==> src/rtl/vlmf_pkg.sv <==
// Package for the variable-length message FIFO: widths, codes, payload structs
// and controller/datapath command and status types. No dependencies.
package vlmf_pkg;

	localparam int BufDepth   = 4096;
	localparam int IndexDepth = 64;
	localparam int BufAw      = $clog2(BufDepth);
	localparam int IdxAw      = $clog2(IndexDepth);
	localparam int RingW      = BufAw + 1;
	localparam int MaxW       = IdxAw + 1;
	localparam int CfgW       = 13;
	localparam int LenW       = 12;

	localparam logic CFG_RING_SIZE    = 1'b0;
	localparam logic CFG_MAX_MESSAGES = 1'b1;

	typedef enum logic [1:0] {
		OP_PUT   = 2'd0,
		OP_GET   = 2'd1,
		OP_CLEAR = 2'd2,
		OP_NONE  = 2'd3
	} op_t;

	typedef enum logic [2:0] {
		ST_OK        = 3'd0,
		ST_EMPTY     = 3'd1,
		ST_DATA_FULL = 3'd2,
		ST_IDX_FULL  = 3'd3,
		ST_DROPPED   = 3'd4,
		ST_EMPTY_MSG = 3'd5
	} status_t;

	typedef enum logic [1:0] {
		FULL_NONE = 2'd0,
		FULL_IDX  = 2'd1,
		FULL_DATA = 2'd2
	} full_t;

	typedef enum logic [1:0] {
		WM_IDLE     = 2'd0,
		WM_WRITING  = 2'd1,
		WM_DROPPING = 2'd2
	} wmode_t;

	typedef enum logic [1:0] {
		CS_IDLE = 2'd0,
		CS_GET  = 2'd1,
		CS_OUT  = 2'd2
	} ctl_state_t;

	typedef struct packed {
		logic [1:0]      operation;
		logic [7:0]      data_byte;
		logic [LenW-1:0] message_length;
		logic            last_byte;
	} in_item_t;

	typedef struct packed {
		logic [2:0] status;
		logic [7:0] read_byte;
		logic       end_of_message;
		logic [5:0] message_count;
		logic [1:0] full_state;
		logic       queue_empty;
	} out_item_t;

	// controller -> datapath
	typedef struct packed {
		logic exec;      // apply item (put, clear, none, or get when no fetch needed)
		logic get_fetch; // start a get: index memory read this cycle
		logic get_byte;  // byte memory read this cycle, address from fetched state
		logic get_done;  // finish a get using fetched data
	} dp_cmd_t;

	// datapath -> controller
	typedef struct packed {
		logic need_fetch; // pending get needs memory read
	} dp_stat_t;

endpackage

==> src/rtl/vlmf_ctrl.sv <==
// Controller state machine for the message FIFO: handshake and sequencing.
// Depends on vlmf_pkg.
module vlmf_ctrl (
	input  logic                 clk,
	input  logic                 arst_n,
	input  logic                 in_valid,
	output logic                 in_ready,
	output logic                 out_valid,
	input  logic                 out_ready,
	input  vlmf_pkg::dp_stat_t   stat,
	output vlmf_pkg::dp_cmd_t    cmd,
	output logic                 load_out
);
	vlmf_pkg::ctl_state_t state_q, state_d;
	logic out_valid_q;
	logic out_free;

	assign out_free = !out_valid_q || out_ready;

	always_comb begin
		state_d = state_q;
		unique case (state_q)
			vlmf_pkg::CS_IDLE: begin
				if (in_valid && stat.need_fetch) state_d = vlmf_pkg::CS_GET;
			end
			vlmf_pkg::CS_GET: state_d = vlmf_pkg::CS_OUT;
			vlmf_pkg::CS_OUT: if (out_free) state_d = vlmf_pkg::CS_IDLE;
			default: state_d = vlmf_pkg::CS_IDLE;
		endcase
	end

	always_comb begin
		cmd = '0;
		in_ready = 1'b0;
		load_out = 1'b0;
		unique case (state_q)
			vlmf_pkg::CS_IDLE: begin
				if (in_valid && stat.need_fetch) begin
					cmd.get_fetch = 1'b1;
				end else begin
					in_ready = out_free;
					cmd.exec = in_valid && out_free;
					load_out = in_valid && out_free;
				end
			end
			vlmf_pkg::CS_GET: begin
				cmd.get_byte = 1'b1;
			end
			vlmf_pkg::CS_OUT: begin
				in_ready = out_free;
				cmd.get_done = out_free;
				load_out = out_free;
			end
			default: ;
		endcase
	end

	always_ff @(posedge clk or negedge arst_n) begin
		if (!arst_n) begin
			state_q <= vlmf_pkg::CS_IDLE;
			out_valid_q <= 1'b0;
		end else begin
			state_q <= state_d;
			if (load_out) out_valid_q <= 1'b1;
			else if (out_ready) out_valid_q <= 1'b0;
		end
	end

	assign out_valid = out_valid_q;

	a_load_only_free: assert property (@(posedge clk) disable iff (!arst_n)
		load_out |-> out_free) else $error("result overwritten");
	a_get_seq: assert property (@(posedge clk) disable iff (!arst_n)
		cmd.get_fetch |=> state_q == vlmf_pkg::CS_GET) else $error("fetch sequence");
	a_get_out: assert property (@(posedge clk) disable iff (!arst_n)
		state_q == vlmf_pkg::CS_GET |=> state_q == vlmf_pkg::CS_OUT) else $error("get seq");
endmodule

==> config.mk <==
export PLATFORM = sky130hd
export DESIGN_NAME = vlmf_ctrl
export DESIGN_NICKNAME = d
export VERILOG_FILES = /design/src/rtl/vlmf_pkg.sv /design/src/rtl/vlmf_ctrl.sv
export SDC_FILE = /design/constraint.sdc
export NUM_CORES = 1
export LEC_CHECK = 0
export BUFFER_PORTS_ARGS = -buffer_cell sky130_fd_sc_hd__buf_4
export CORE_AREA = 2 2 39 41
export DETAILED_ROUTE_END_ITERATION = 10
export DIE_AREA = 0 0 41 43
export PLACE_DENSITY = 0.41
export SLEW_MARGIN = 5
export SYNTH_ARGS = -nofsm -noshare
export SYNTH_HDL_FRONTEND = slang
export SYNTH_SLANG_ARGS = --single-unit
==> constraint.sdc <==
create_clock -name clk -period 1.19 [get_ports clk]
set_input_delay 0.1785 -clock clk [delete_from_list [all_inputs] [get_ports clk]]
set_output_delay 0.1785 -clock clk [all_outputs]
set_load 0.01 [all_outputs]
==> results.md, run 1 <==
- The number of antenna violations at the first check in global routing is 0.
- In the routed design, unresolved DRC markers number 0.
- The endpoint identified for the worst register-to-register timing path is state_q[0].
- The initial standard-cell utilization of the core is 17.2%.
- Global routing finished with a remaining overflow of 0.
- Entering global routing, the biggest net connects 9 pins.
- In this run the vertical extent of the chip is 43 um.
- The worst endpoint required time is 1.01 ns.
- The standard-cell row count is 14.
- The total internal power is 348 uW.
- At the end of the flow the core is filled with cells to 29.4%.
- The routed design could run at a clock period as short as 1.30 ns.
- The startpoint of the lowest-slack register-to-register path is state_q[1].
- The master of the slowest instance on the critical path is sky130_fd_sc_hd__dfrtp_2.
- The number of buffers on the longest clock path is 2.
- For this design, the sink count on the clock tree is 3.
- Dividing the detail-routed via count by the number of cells gives 4.25.
- The synthesized instance count is 21.
- The HPWL reported at the end of detailed placement is 370 um.
- The number of failing setup endpoints in the final timing report is 6.
- Across the VDD grid, the largest voltage drop is 385 uV.
- The cell total after placement is 46.
- The transition at the pin with the smallest max-transition slack is 0.243 ns.
- The worst pin sits at a relative slew slack of 83.6%.
- TritonCTS built the clock tree.
- The post-synthesis sequential area ratio is 31.6%.
- In this run the power density over the cells is 1190 nW/um^2.
- The number of register bits inferred by synthesis is 3.
- The setup slack of the critical path after layout is -0.111 ns.
- The share of total power in combinational logic is 36.6%.
- The area of the placeable core is 1380 um^2.
- Prior to clock tree synthesis, the placed netlist has a worst setup slack of 0.0696 ns.
- The number of nets with antenna violations after detailed routing is 0.
- The tightest min-delay check is of the input pin to flop type.
- The overall power after layout is 484 uW.
- The count of nets after finishing is 46.
- In this run the horizontal extent of the chip is 41 um.
- The count of yosys warnings during synthesis is 0.
- At the end of routability-driven placement, the weighted congestion stood at 0.685.
- Counting buffers and inverters, the worst setup path is 2 cells deep.
- Net switching is 28.1% of the power.
- The combined buffer and inverter count along the critical path is 1.
- The analysis attributes to cell leakage a power of 0.186 nW.
- The root buffer cell chosen for the clock tree is sky130_fd_sc_hd__clkbuf_4.
- The first detailed-routing pass took 4 iterations.
- The share of total power dissipated in the clock network is 36.8%.
- The category of the worst setup path launch point is a flop.
- Measured in cells, the most critical reg-to-reg path has a length of 4.
- The share of total power dissipated in sequential elements is 26.6%.
- During I/O placement, the number of pins put on the boundary was 12.
- The top cell types in the final layout, fill and taps aside, are sky130_fd_sc_hd__buf_4, sky130_fd_sc_hd__nand2b_1, sky130_fd_sc_hd__clkbuf_4.
- Setup repair after global routing could not meet its margin everywhere.
- 0 antenna diodes ended up in the layout.
- The cell area reported after detailed placement is 322 um^2.
- The largest fanout on the critical path is 7.
- The critical setup path kind is flop to output pin.
- The launch point of the worst path is state_q[0].
- The worst path uses 109% of the clock period.
- The number of cells in the finished layout apart from fillers is 56.
- The max-cap violation count is 0.
- For this block, the via count after detailed routing is 238.
- The commonest non-fill, non-tap cell in the layout is sky130_fd_sc_hd__buf_4.
- The checks that failed: negative setup slack.
- In this run the number of H-tree levels came out at 1.
- The delay of the slowest cell on the worst path is 0.45 ns.
- Relative to the synthesized area, the layout overhead comes to 71.1%.
- The number of design-rule violations left by the first detailed-router iteration is 5.
- STA puts the critical path data arrival time at 1.12 ns.
- Summed over all failing endpoints, the final setup total negative slack is -0.512 ns.
- Across all register-to-register paths, the minimum setup slack is 0.13 ns.
- After detailed routing, the total wire length is 549 um.
- The minimum hold slack is 0.214 ns.
- The endpoint type of the worst setup path is an output pin.
- The post-layout instance area is 407 um^2.
- The die footprint is 1760 um^2.
- The overall fraction of global-route tracks in use is 7.44%.
- The capture point of the critical path is cmd[3].
- Synthesis produced a netlist with a net count of 26.
- The first global-routing pass estimated 779 um of wire.
- The signal on the critical path passes through nor4_2 > buf_4.
- The unique cell type count in the Yosys netlist is 15.
- The flow ran to the end, but the final reports show violations.
- Dividing the detail-routed wire length by the instance count gives 9.80 um.
- The total count of hold-check failures in the final report is 0.
- The number of buffers added on ports is 11.
- Counting the buffers created by CTS gives 3.
- The layout has 165 filler cells.
- In the final layout, flip-flops and latches occupy 76.3 um^2.
- The reported net switching power is 136 uW.
- The clock-pin slew of the registers on the worst-case setup and hold paths is 0.04 ns.
- The maximum operating frequency is 769 MHz.
- The average size of a mapped cell is 11.3 um^2.
- The clock skew is 0.00233 ns.
- The area used by multi-input combinational logic is 143 um^2.
- The number of max-slew violations in the final report is 0.
- The cell type group with the largest total delay on the critical path is flip-flops.
- Cells with a size suffix above 1 make up 70.0% of the layout.
- The netlist area before placement is 238 um^2.
- The number of global-route vias before repair is 213.
- The clock insertion delay at the later pin of the skew report is 0.23 ns.
-- per-layer routing --
layer / routed length [um] / track usage (%)
met1: 209 / 7.12
met2: 294 / 9.69
met3: 19 / 3.14
met4: 25 / 10.0
met5: 0 / 0
-- flip-flops by register name, indices dropped and copies added, names as in the netlist --
register	cells
state_q	2
out_valid	1
-- power groups by stage --
stage	Combinational (mW)	Clock (mW)	Sequential, mW
6_report	0.177	0.178	0.129
5_1_grt	0.188	0.199	0.130
4_1_cts	0.169	0.184	0.129
3_5_place_dp	0.141	0	0.132
3_3_place_gp	0.141	0	0.133
2_1_floorplan	0.0879	0	0.127
-- repair_timing --
action / 4_1_cts / 5_1_grt
resized for setup: 3 / 0
buffers inserted: 3 / 2
setup endpoints to repair: 6 / 6
gates cloned: 0 / 0
endpoints found under the hold margin: 3 / 0
hold buffers: 1 / 0
pin swaps: 1 / 1
-- logic make-up (layout without fill, tap and decap cells) --
logic type / after synthesis / in the layout / share of synthesized area [%]
buf+inv: 4 / 23 / 11.1
simple gates: 10 / 10 / 41.6
flops: 3 / 3 / 31.6
compound gates: 4 / 4 / 15.8
-- worst min-delay path by stage --
stage / startpoint / endpoint / cells after the start
floorplan: arst_n / out_valid / 0
global placement: arst_n / out_valid / 1
detailed placement: arst_n / state_q[0] / 1
CTS: stat / out_valid / 2
global route: stat / out_valid / 2
finish: stat / out_valid / 2
-- Yosys cell counts --
| cell | number | area [um^2] |
|---|---|---|
| sky130_fd_sc_hd__o21bai_1 | 1 | 7.51 |
| sky130_fd_sc_hd__nand2b_1 | 3 | 18.8 |
| sky130_fd_sc_hd__nor3_1 | 1 | 5.00 |
| sky130_fd_sc_hd__nor4_2 | 1 | 12.5 |
| sky130_fd_sc_hd__nor3b_2 | 2 | 25.0 |
| sky130_fd_sc_hd__nand2b_4 | 1 | 13.8 |
| sky130_fd_sc_hd__a211oi_2 | 1 | 12.5 |
| sky130_fd_sc_hd__nor2b_4 | 1 | 13.8 |
| sky130_fd_sc_hd__o311ai_1 | 1 | 8.76 |
| sky130_fd_sc_hd__dfrtp_1 | 3 | 75.1 |
| sky130_fd_sc_hd__and2b_4 | 1 | 10.0 |
| sky130_fd_sc_hd__a311oi_1 | 1 | 8.76 |
| sky130_fd_sc_hd__inv_1 | 2 | 7.51 |
| sky130_fd_sc_hd__buf_4 | 1 | 7.51 |
| sky130_fd_sc_hd__buf_6 | 1 | 11.3 |
-- final cells by class --
class | count | share of cell area, %
Clock buffer | 4 | 6.46
Sequential cell | 3 | 18.8
Multi-Input combinational cell | 14 | 35.1
Inverter | 2 | 1.85
Timing Repair Buffer | 17 | 32.9
Tap cell | 16 | 4.92
(Power assumes the default switching activity.)
==> inputs of run 2 (changes only) <==
==> constraint.sdc (replaced) <==
create_clock -name clk -period 1.4 [get_ports clk]
set_input_delay 0.21 -clock clk [delete_from_list [all_inputs] [get_ports clk]]
set_output_delay 0.21 -clock clk [all_outputs]
set_load 0.01 [all_outputs]
==> run 2 against run 1 <==
Compared with the run above: die area is the same; cell count down 1.8%; sequential power fell by 15%; the run now ends clean; power decreased by 16%; hold slack improved by 0.024 ns; first-iteration DRC count down 20%.
==> results.md, run 2 (synthesized netlist as in run 1, its figures left out) <==
- The number of DRC violations after detailed routing was 0 (unchanged).
- The number of buffers on the longest clock path is 2 (unchanged).
- The number of nets with antenna violations after detailed routing is 0 (unchanged).
- The clock tree root buffer cell is sky130_fd_sc_hd__clkbuf_4.
- The worst register-to-register path ends at state_q[1].
- The area of the placeable core is 1380 um^2 (unchanged).
- The total clock buffers created by CTS is 3 (unchanged).
- The minimum hold slack is 0.238 ns (+0.0241 ns).
- The global route total overflow came to 0 (unchanged).
- The commonest non-fill, non-tap cell in the layout is sky130_fd_sc_hd__buf_4.
- TritonCTS built the clock tree.
- The number of sinks driven by the clock tree was 3 (unchanged).
- The flip-flop count of the largest register after layout came to 2 (unchanged).
- The number of cells in the finished layout apart from fillers is 55 (-1.8%).
- The run finished with clean final reports.
- The category of the worst setup path launch point is a flop.
- state_q holds more flip-flops than any other register.
- The master of the slowest instance on the critical path is sky130_fd_sc_hd__dfrtp_1.
- The length of the first detailed-routing pass in iterations is 4 (unchanged).
- The final critical delay including setup and external delays is 1.36 ns.
- The met3 track utilization from global routing is 3.14% (unchanged).
- The width of the chip came to 41 um (unchanged).
- The height of the die is 43 um (unchanged).
- In this run the critical register-to-register path is launched from state_q[0].
- The area growth from synthesis to final layout is 66.3%.
- The standard-cell row count is 14 (unchanged).
- The number of buffers added on ports is 11 (unchanged).
- The max-cap violation count came to 0 (unchanged).
- The number of failing setup endpoints in the final timing report was 0 (-6).
- The overall fraction of global-route tracks in use is 7.83% (+0.39 points).
- The number of cells traversed by the worst hold path is 2 (unchanged).
- Leaving out fill and tap cells, the most frequent cells in the layout are sky130_fd_sc_hd__buf_4, sky130_fd_sc_hd__nand2b_1, sky130_fd_sc_hd__clkbuf_4.
- The maximum operating frequency is 734 MHz.
- The average wire length per cell after detail routing is 9.96 um (+1.6%).
- The critical path goes through nor2b_4 > a311oi_2 > buf_4.
- The number of top-level pins is 12 (unchanged).
- The share of post-route cells with drive strength above 1 is 69.2% (-0.77 points).
- The die footprint is 1760 um^2 (unchanged).
- The clock insertion delay at the later pin of the skew report is 0.23 ns (about the same).
- The met1 demand-to-capacity share in global routing came to 7.40% (+0.28 points).
- The overall power after layout is 404 uW (-16%).
- The endpoint type of the worst setup path is an output pin.
- The first-pass GRT wire length is 807 um (+3.6%).
- The clock-pin slew of the registers on the worst-case setup and hold paths was 0.04 ns (about the same).
- The power density of the placed cells was 1020 nW/um^2 (-14%).
- The total vias in the final route is 221 (-7.1%).
- In this run the worst hold path is classified as input pin to flop.
- The worst reg2reg path depth is 3 (-1).
- The data arrival at the endpoint of the critical path came to 1.15 ns (+0.03 ns).
- The total count of hold-check failures in the final report came to 0 (unchanged).
- The leakage component of the power is 0.181 nW (-2.7%).
- The startpoint identified for the worst hold timing path is stat.
- The accumulated negative setup slack is 0 ns (+0.512 ns).
- The maximum number of pins on one net before global-route repair is 10 (+1).
- The cell total after placement is 46 (unchanged).
- The routability congestion estimate from global placement is 0.685 (about the same).
- The delay of the slowest cell on the worst path is 0.38 ns (-0.07 ns).
- The worst endpoint required time was 1.19 ns (+0.18 ns).
- The final wirelength is 548 um (-0.18%).
- The number of max-slew violations in the final report was 0 (unchanged).
- The worst hold path terminates at out_valid.
- The share of the clock period used by the worst path is 97.3%.
- The number of antenna violations at the first check in global routing is 0 (unchanged).
- The met2 usage is 9.69% (unchanged).
- The initial standard-cell utilization of the core is 17.2% (unchanged).
- The critical setup path kind is flop to output pin.
- The number of design-rule violations left by the first detailed-router iteration is 4 (-1).
- The largest fanout on the critical path is 4 (-3).
- The worst voltage drop across the vdd grid is 323 uV (-16%).
- The worst reg-to-reg setup slack came to 0.38 ns (+0.25 ns).
- The antenna cell count was 0 (unchanged).
- Setup repair after global routing left no endpoint under its margin.
- The clock skew is 0.0000181 ns (-0.00231 ns).
- The number of global-route vias before repair is 208 (-2.3%).
- The headroom to the max-slew limit is 85.3% (+1.7 points).
- The count of nets after finishing came to 45 (-2.2%).
- The mean number of vias per cell was 4.02 (-5.5%).
- The transition at the pin with the smallest max-transition slack is 0.218 ns (-0.0251 ns).
- After global routing, the most crowded layer is met4.
- The H-tree depth is 1 (unchanged).
-- run 2: cell types whose count changed in the layout (fill, tap and decap cells not counted) --
| cell | change |
|---|---|
| sky130_fd_sc_hd__buf_6 | -1 |
-- run 2: power by group --
group | internal [mW] | leakage (nW) | switching [mW]
logic | 0.0854 | 0.129 | 0.0576
registers | 0.0981 | 0.0368 | 0.0120
clock network | 0.107 | 0.0150 | 0.0439
-- run 2: per-layer routing --
metal / vias to the layer above / wire length [um]
li1: 110 / -
met1: 104 / 213
met2: 5 / 304
met3: 2 / 14
met4: 0 / 15
met5: - / 0
-- run 2: area by class of cell --
class,instances,area (um^2)
Inverter,2,7.51
Tap cell,16,20.0
Clock buffer,4,26.3
Fill cell,154,988
Timing Repair Buffer,16,123
Sequential cell,3,76.3
Multi-Input combinational cell,14,143
-- run 2: worst max-delay path: cells and delay by family (launching register included) --
family                 cells  cell delay (ns)
AO/OA/AOI/OAI              1             0.23
buffers and inverters      1             0.16
flip-flops                 1             0.38
AND/OR/NAND/NOR            1             0.15
-- run 2: what timing repair did --
| action | CTS | global route |
|---|---|---|
| gates resized for setup | 2 | 0 |
| hold buffers | 1 | 0 |
| cloned | 0 | 0 |
| buffers inserted | 0 | 4 |
| setup endpoints to repair | 2 | 2 |
| hold endpoints to repair | 3 | 0 |
-- run 2: how the worst max path moves through the flow --
stage | from | end | slack [ns] | depth (start not counted)
finish | out_valid | in_ready | 0.04 | 3
global route | out_valid | in_ready | 0.001 | 3
CTS | state_q[0] | cmd[3] | 0.01 | 2
detailed placement | out_valid | in_ready | 0.24 | 3
global placement | state_q[0] | cmd[3] | 0.24 | 2
floorplan | out_valid | in_ready | 0.25 | 2
-- run 2: metrics by stage --
step	setup slack (ns)	utilization [%]	area, um^2
5_1_grt	0.00124	28.6	395
6_report	0.0383	28.6	395
2_1_floorplan	0.249	-	238
4_1_cts	0.0138	26.4	365
3_5_place_dp	0.235	23.2	322
3_3_place_gp	0.244	23.2	322
==> inputs of run 3 (changes only) <==
--- a/config.mk
+++ b/config.mk
@@ -9,7 +9,6 @@
 export CORE_AREA = 2 2 39 41
 export DETAILED_ROUTE_END_ITERATION = 10
 export DIE_AREA = 0 0 41 43
-export PLACE_DENSITY = 0.41
 export SLEW_MARGIN = 5
 export SYNTH_ARGS = -nofsm -noshare
 export SYNTH_HDL_FRONTEND = slang
==> run 3 against run 2 <==
Compared with the run above: global-route usage fell by 0.79 points; clock skew rose by 0.0016 ns; clock-buffer cell count stayed put; sequential cell count stayed put; critical path depth unchanged; power shrank 2.3%; cell count fell by 5.5%; routed wire length down 8.0%; sequential power is essentially flat; via count down 8.1%; register-to-register slack barely moved; largest power group unchanged.
==> results.md, run 3 (synthesized netlist as in run 1, its figures left out) <==
- The core utilization of the finished layout is 27.6% (-0.99 points).
- The overall power after layout came to 395 uW (-2.3%).
- The total count of hold-check failures in the final report is 0 (unchanged).
- The number of design-rule violations left by the first detailed-router iteration is 3 (-1).
- The accumulated negative setup slack was 0 ns (unchanged).
- The number of sinks driven by the clock tree was 3 (unchanged).
- The leakage component of the power is 0.167 nW (-7.8%).
- The number of buffers on the longest clock path came to 2 (unchanged).
- The overall fraction of global-route tracks in use was 7.04% (-0.79 points).
- The mean number of vias per cell is 3.90 (-2.8%).
- The initial standard-cell utilization of the core is 17.2% (unchanged).
- The number of buffers added on ports was 11 (unchanged).
- The number of global-route vias before repair is 200 (-3.8%).
- The number of top-level pins is 12 (unchanged).
- The library cell used most frequently in the layout, excluding fill and tap cells, is sky130_fd_sc_hd__buf_4.
- In this run the worst setup path begins at out_valid.
- The H-tree depth is 1 (unchanged).
- The layer with the highest usage is met1.
- The maximum number of pins on one net before global-route repair is 10 (unchanged).
- The antenna cell count was 0 (unchanged).
- The width of the chip is 41 um (unchanged).
- The length of the first detailed-routing pass in iterations is 2 (-2).
- The fraction of power spent switching nets is 28.8% (+0.72 points).
- The headroom to the max-slew limit is 84.9% (-0.32 points).
- The clock insertion delay at the later pin of the skew report is 0.23 ns (about the same).
- The final critical delay including setup and external delays was 1.36 ns (-0.00122 ns).
- The share of post-route cells with drive strength above 1 is 66.7% (-2.6 points).
- The number of DRC violations after detailed routing is 0 (unchanged).
- The sequential cell area was 76.3 um^2 (unchanged).
- The power share of the sequential group was 28.5% (+1.2 points).
- The flip-flop count of the largest register after layout is 2 (unchanged).
- The share of total power in combinational logic came to 33.2% (-2.2 points).
- The clock-pin slew of the registers on the worst-case setup and hold paths came to 0.04 ns (about the same).
- The worst endpoint required time came to 1.19 ns (about the same).
- The cell total after placement is 46 (unchanged).
- The area growth from synthesis to layout is 60.5%.
- In the layout the commonest cells are sky130_fd_sc_hd__buf_4, sky130_fd_sc_hd__nand2b_1, sky130_fd_sc_hd__clkbuf_4.
- Ranked by flip-flop count, first place goes to state_q.
- The power density of the placed cells came to 1030 nW/um^2 (+1.3%).
- The routability congestion estimate from global placement is 0.620 (-9.5%).
- The data arrival at the endpoint of the critical path is 1.15 ns (about the same).
- Setup repair after global routing could not meet its margin everywhere.
- The worst setup path is launched from a flop.
- The tree is rooted in a sky130_fd_sc_hd__clkbuf_4.
- The met2 usage is 8.44% (-1.2 points).
- Detailed placement finished with a half-perimeter wire length of 387 um.
- The reported net switching power is 114 uW (+0.22%).
- TritonCTS built the clock tree.
- The number of antenna violations at the first check in global routing is 0 (unchanged).
- The die footprint is 1760 um^2 (unchanged).
- The share of total power in the clock network is 38.3% (+1.0 points).
- The standard-cell row count is 14 (unchanged).
- The largest fanout on the critical path is 4 (unchanged).
- The worst setup path is captured at an output pin.
- The number of max-slew violations in the final report came to 0 (unchanged).
- The maximum operating frequency is 735 MHz (about the same).
- The clock skew is 0.00159 ns (+0.00158 ns).
- The share of the clock period used by the worst path was 97.2% (about the same).
- The number of failing setup endpoints in the final timing report was 0 (unchanged).
- The flow ran to the end, and the final reports show no timing, DRC or antenna violations.
- The class of the worst hold path is input pin to flop.
- The met1 demand-to-capacity share in global routing was 9.06% (+1.7 points).
- The final wirelength came to 504 um (-8.0%).
- The worst voltage drop across the vdd grid came to 328 uV (+1.5%).
- The total internal power is 281 uW (-3.2%).
- The area used by multi-input combinational logic came to 151 um^2 (+6.1%).
- The origin of the worst min-delay path is stat.
- The transition at the pin with the smallest max-transition slack is 0.222 ns (+0.00479 ns).
- The number of cells in the finished layout apart from fillers is 52 (-5.5%).
- The total clock buffers created by CTS came to 3 (unchanged).
- The total vias in the final route was 203 (-8.1%).
- The met3 track utilization from global routing is 3.14% (unchanged).
- The filler cell count was 152 (-1.3%).
- The worst register-to-register path begins at state_q[0].
- The max-cap violation count is 0 (unchanged).
- The average wire length per cell after detail routing is 9.69 um (-2.7%).
- The first-pass GRT wire length came to 779 um (-3.5%).
- The global route total overflow is 0 (unchanged).
- The critical setup path kind is flop to output pin.
- The number of nets with antenna violations after detailed routing is 0 (unchanged).
- The area of the placeable core is 1380 um^2 (unchanged).
- The height of the die is 43 um (unchanged).
- The count of nets after finishing is 42 (-6.7%).
run 3: cell count changes in the layout (fill, tap and decap cells not counted):
cell	previous run	this run
sky130_fd_sc_hd__nor4_2	1	0
sky130_fd_sc_hd__nor4_4	0	1
sky130_fd_sc_hd__buf_4	15	12
run 3: metal layers:
metal	share of wire (%)	vias to the layer above
met4	1.6	0
met2	42	9
met3	8.5	2
met5	0	-
li1	-	103
met1	47	89
run 3: repair_timing:
action / 4_1_cts / 5_1_grt
gates resized for setup: 0 / 3
setup buffers: 0 / 1
endpoints found under the setup margin: 1 / 4
hold endpoints to repair: 3 / 0
cloned: 0 / 0
hold buffers: 1 / 0
pin swaps: 0 / 1
run 3: final timing paths:
kind | endpoint | slack, ns | depth (start not counted)
min in group asynchronous | out_valid | 0.30 | 2
max reg2reg | out_valid | 0.39 | 2
max in group asynchronous | state_q[0] | 0.99 | 2
min reg2reg | out_valid | 0.56 | 2
min | out_valid | 0.25 | 2
max | in_ready | 0.04 | 3
run 3: area by class of cell:
class	count	area share [%]
Clock buffer	4	6.89
Inverter	2	1.97
Timing Repair Buffer	13	26.2
Tap cell	16	5.25
Sequential cell	3	20.0
Multi-Input combinational cell	14	39.7
run 3: per-stage QoR:
stage	setup slack, ns	area (um^2)	hold slack [ns]
2_1_floorplan	0.249	238	-0.0856
3_3_place_gp	0.220	322	0.00438
3_5_place_dp	0.251	322	0.00251
4_1_cts	-0.00141	358	0.233
5_1_grt	-0.0239	382	0.269
6_report	0.0395	382	0.255
run 3: power by group through the flow:
| stage | logic [mW] | clock network, mW | registers (mW) |
|---|---|---|---|
| after floorplan | 0.0747 | 0 | 0.108 |
| after global placement | 0.120 | 0 | 0.112 |
| after detailed placement | 0.120 | 0 | 0.112 |
| after CTS | 0.122 | 0.158 | 0.111 |
| after global routing | 0.144 | 0.169 | 0.114 |
| final | 0.131 | 0.151 | 0.113 |
run 3: worst max-delay path: stages (launching register included):
cell and delay [ns]:
sky130_fd_sc_hd__dfrtp_1 0.38, sky130_fd_sc_hd__nor2b_4 0.15, sky130_fd_sc_hd__a311oi_2 0.23, sky130_fd_sc_hd__buf_4 0.16
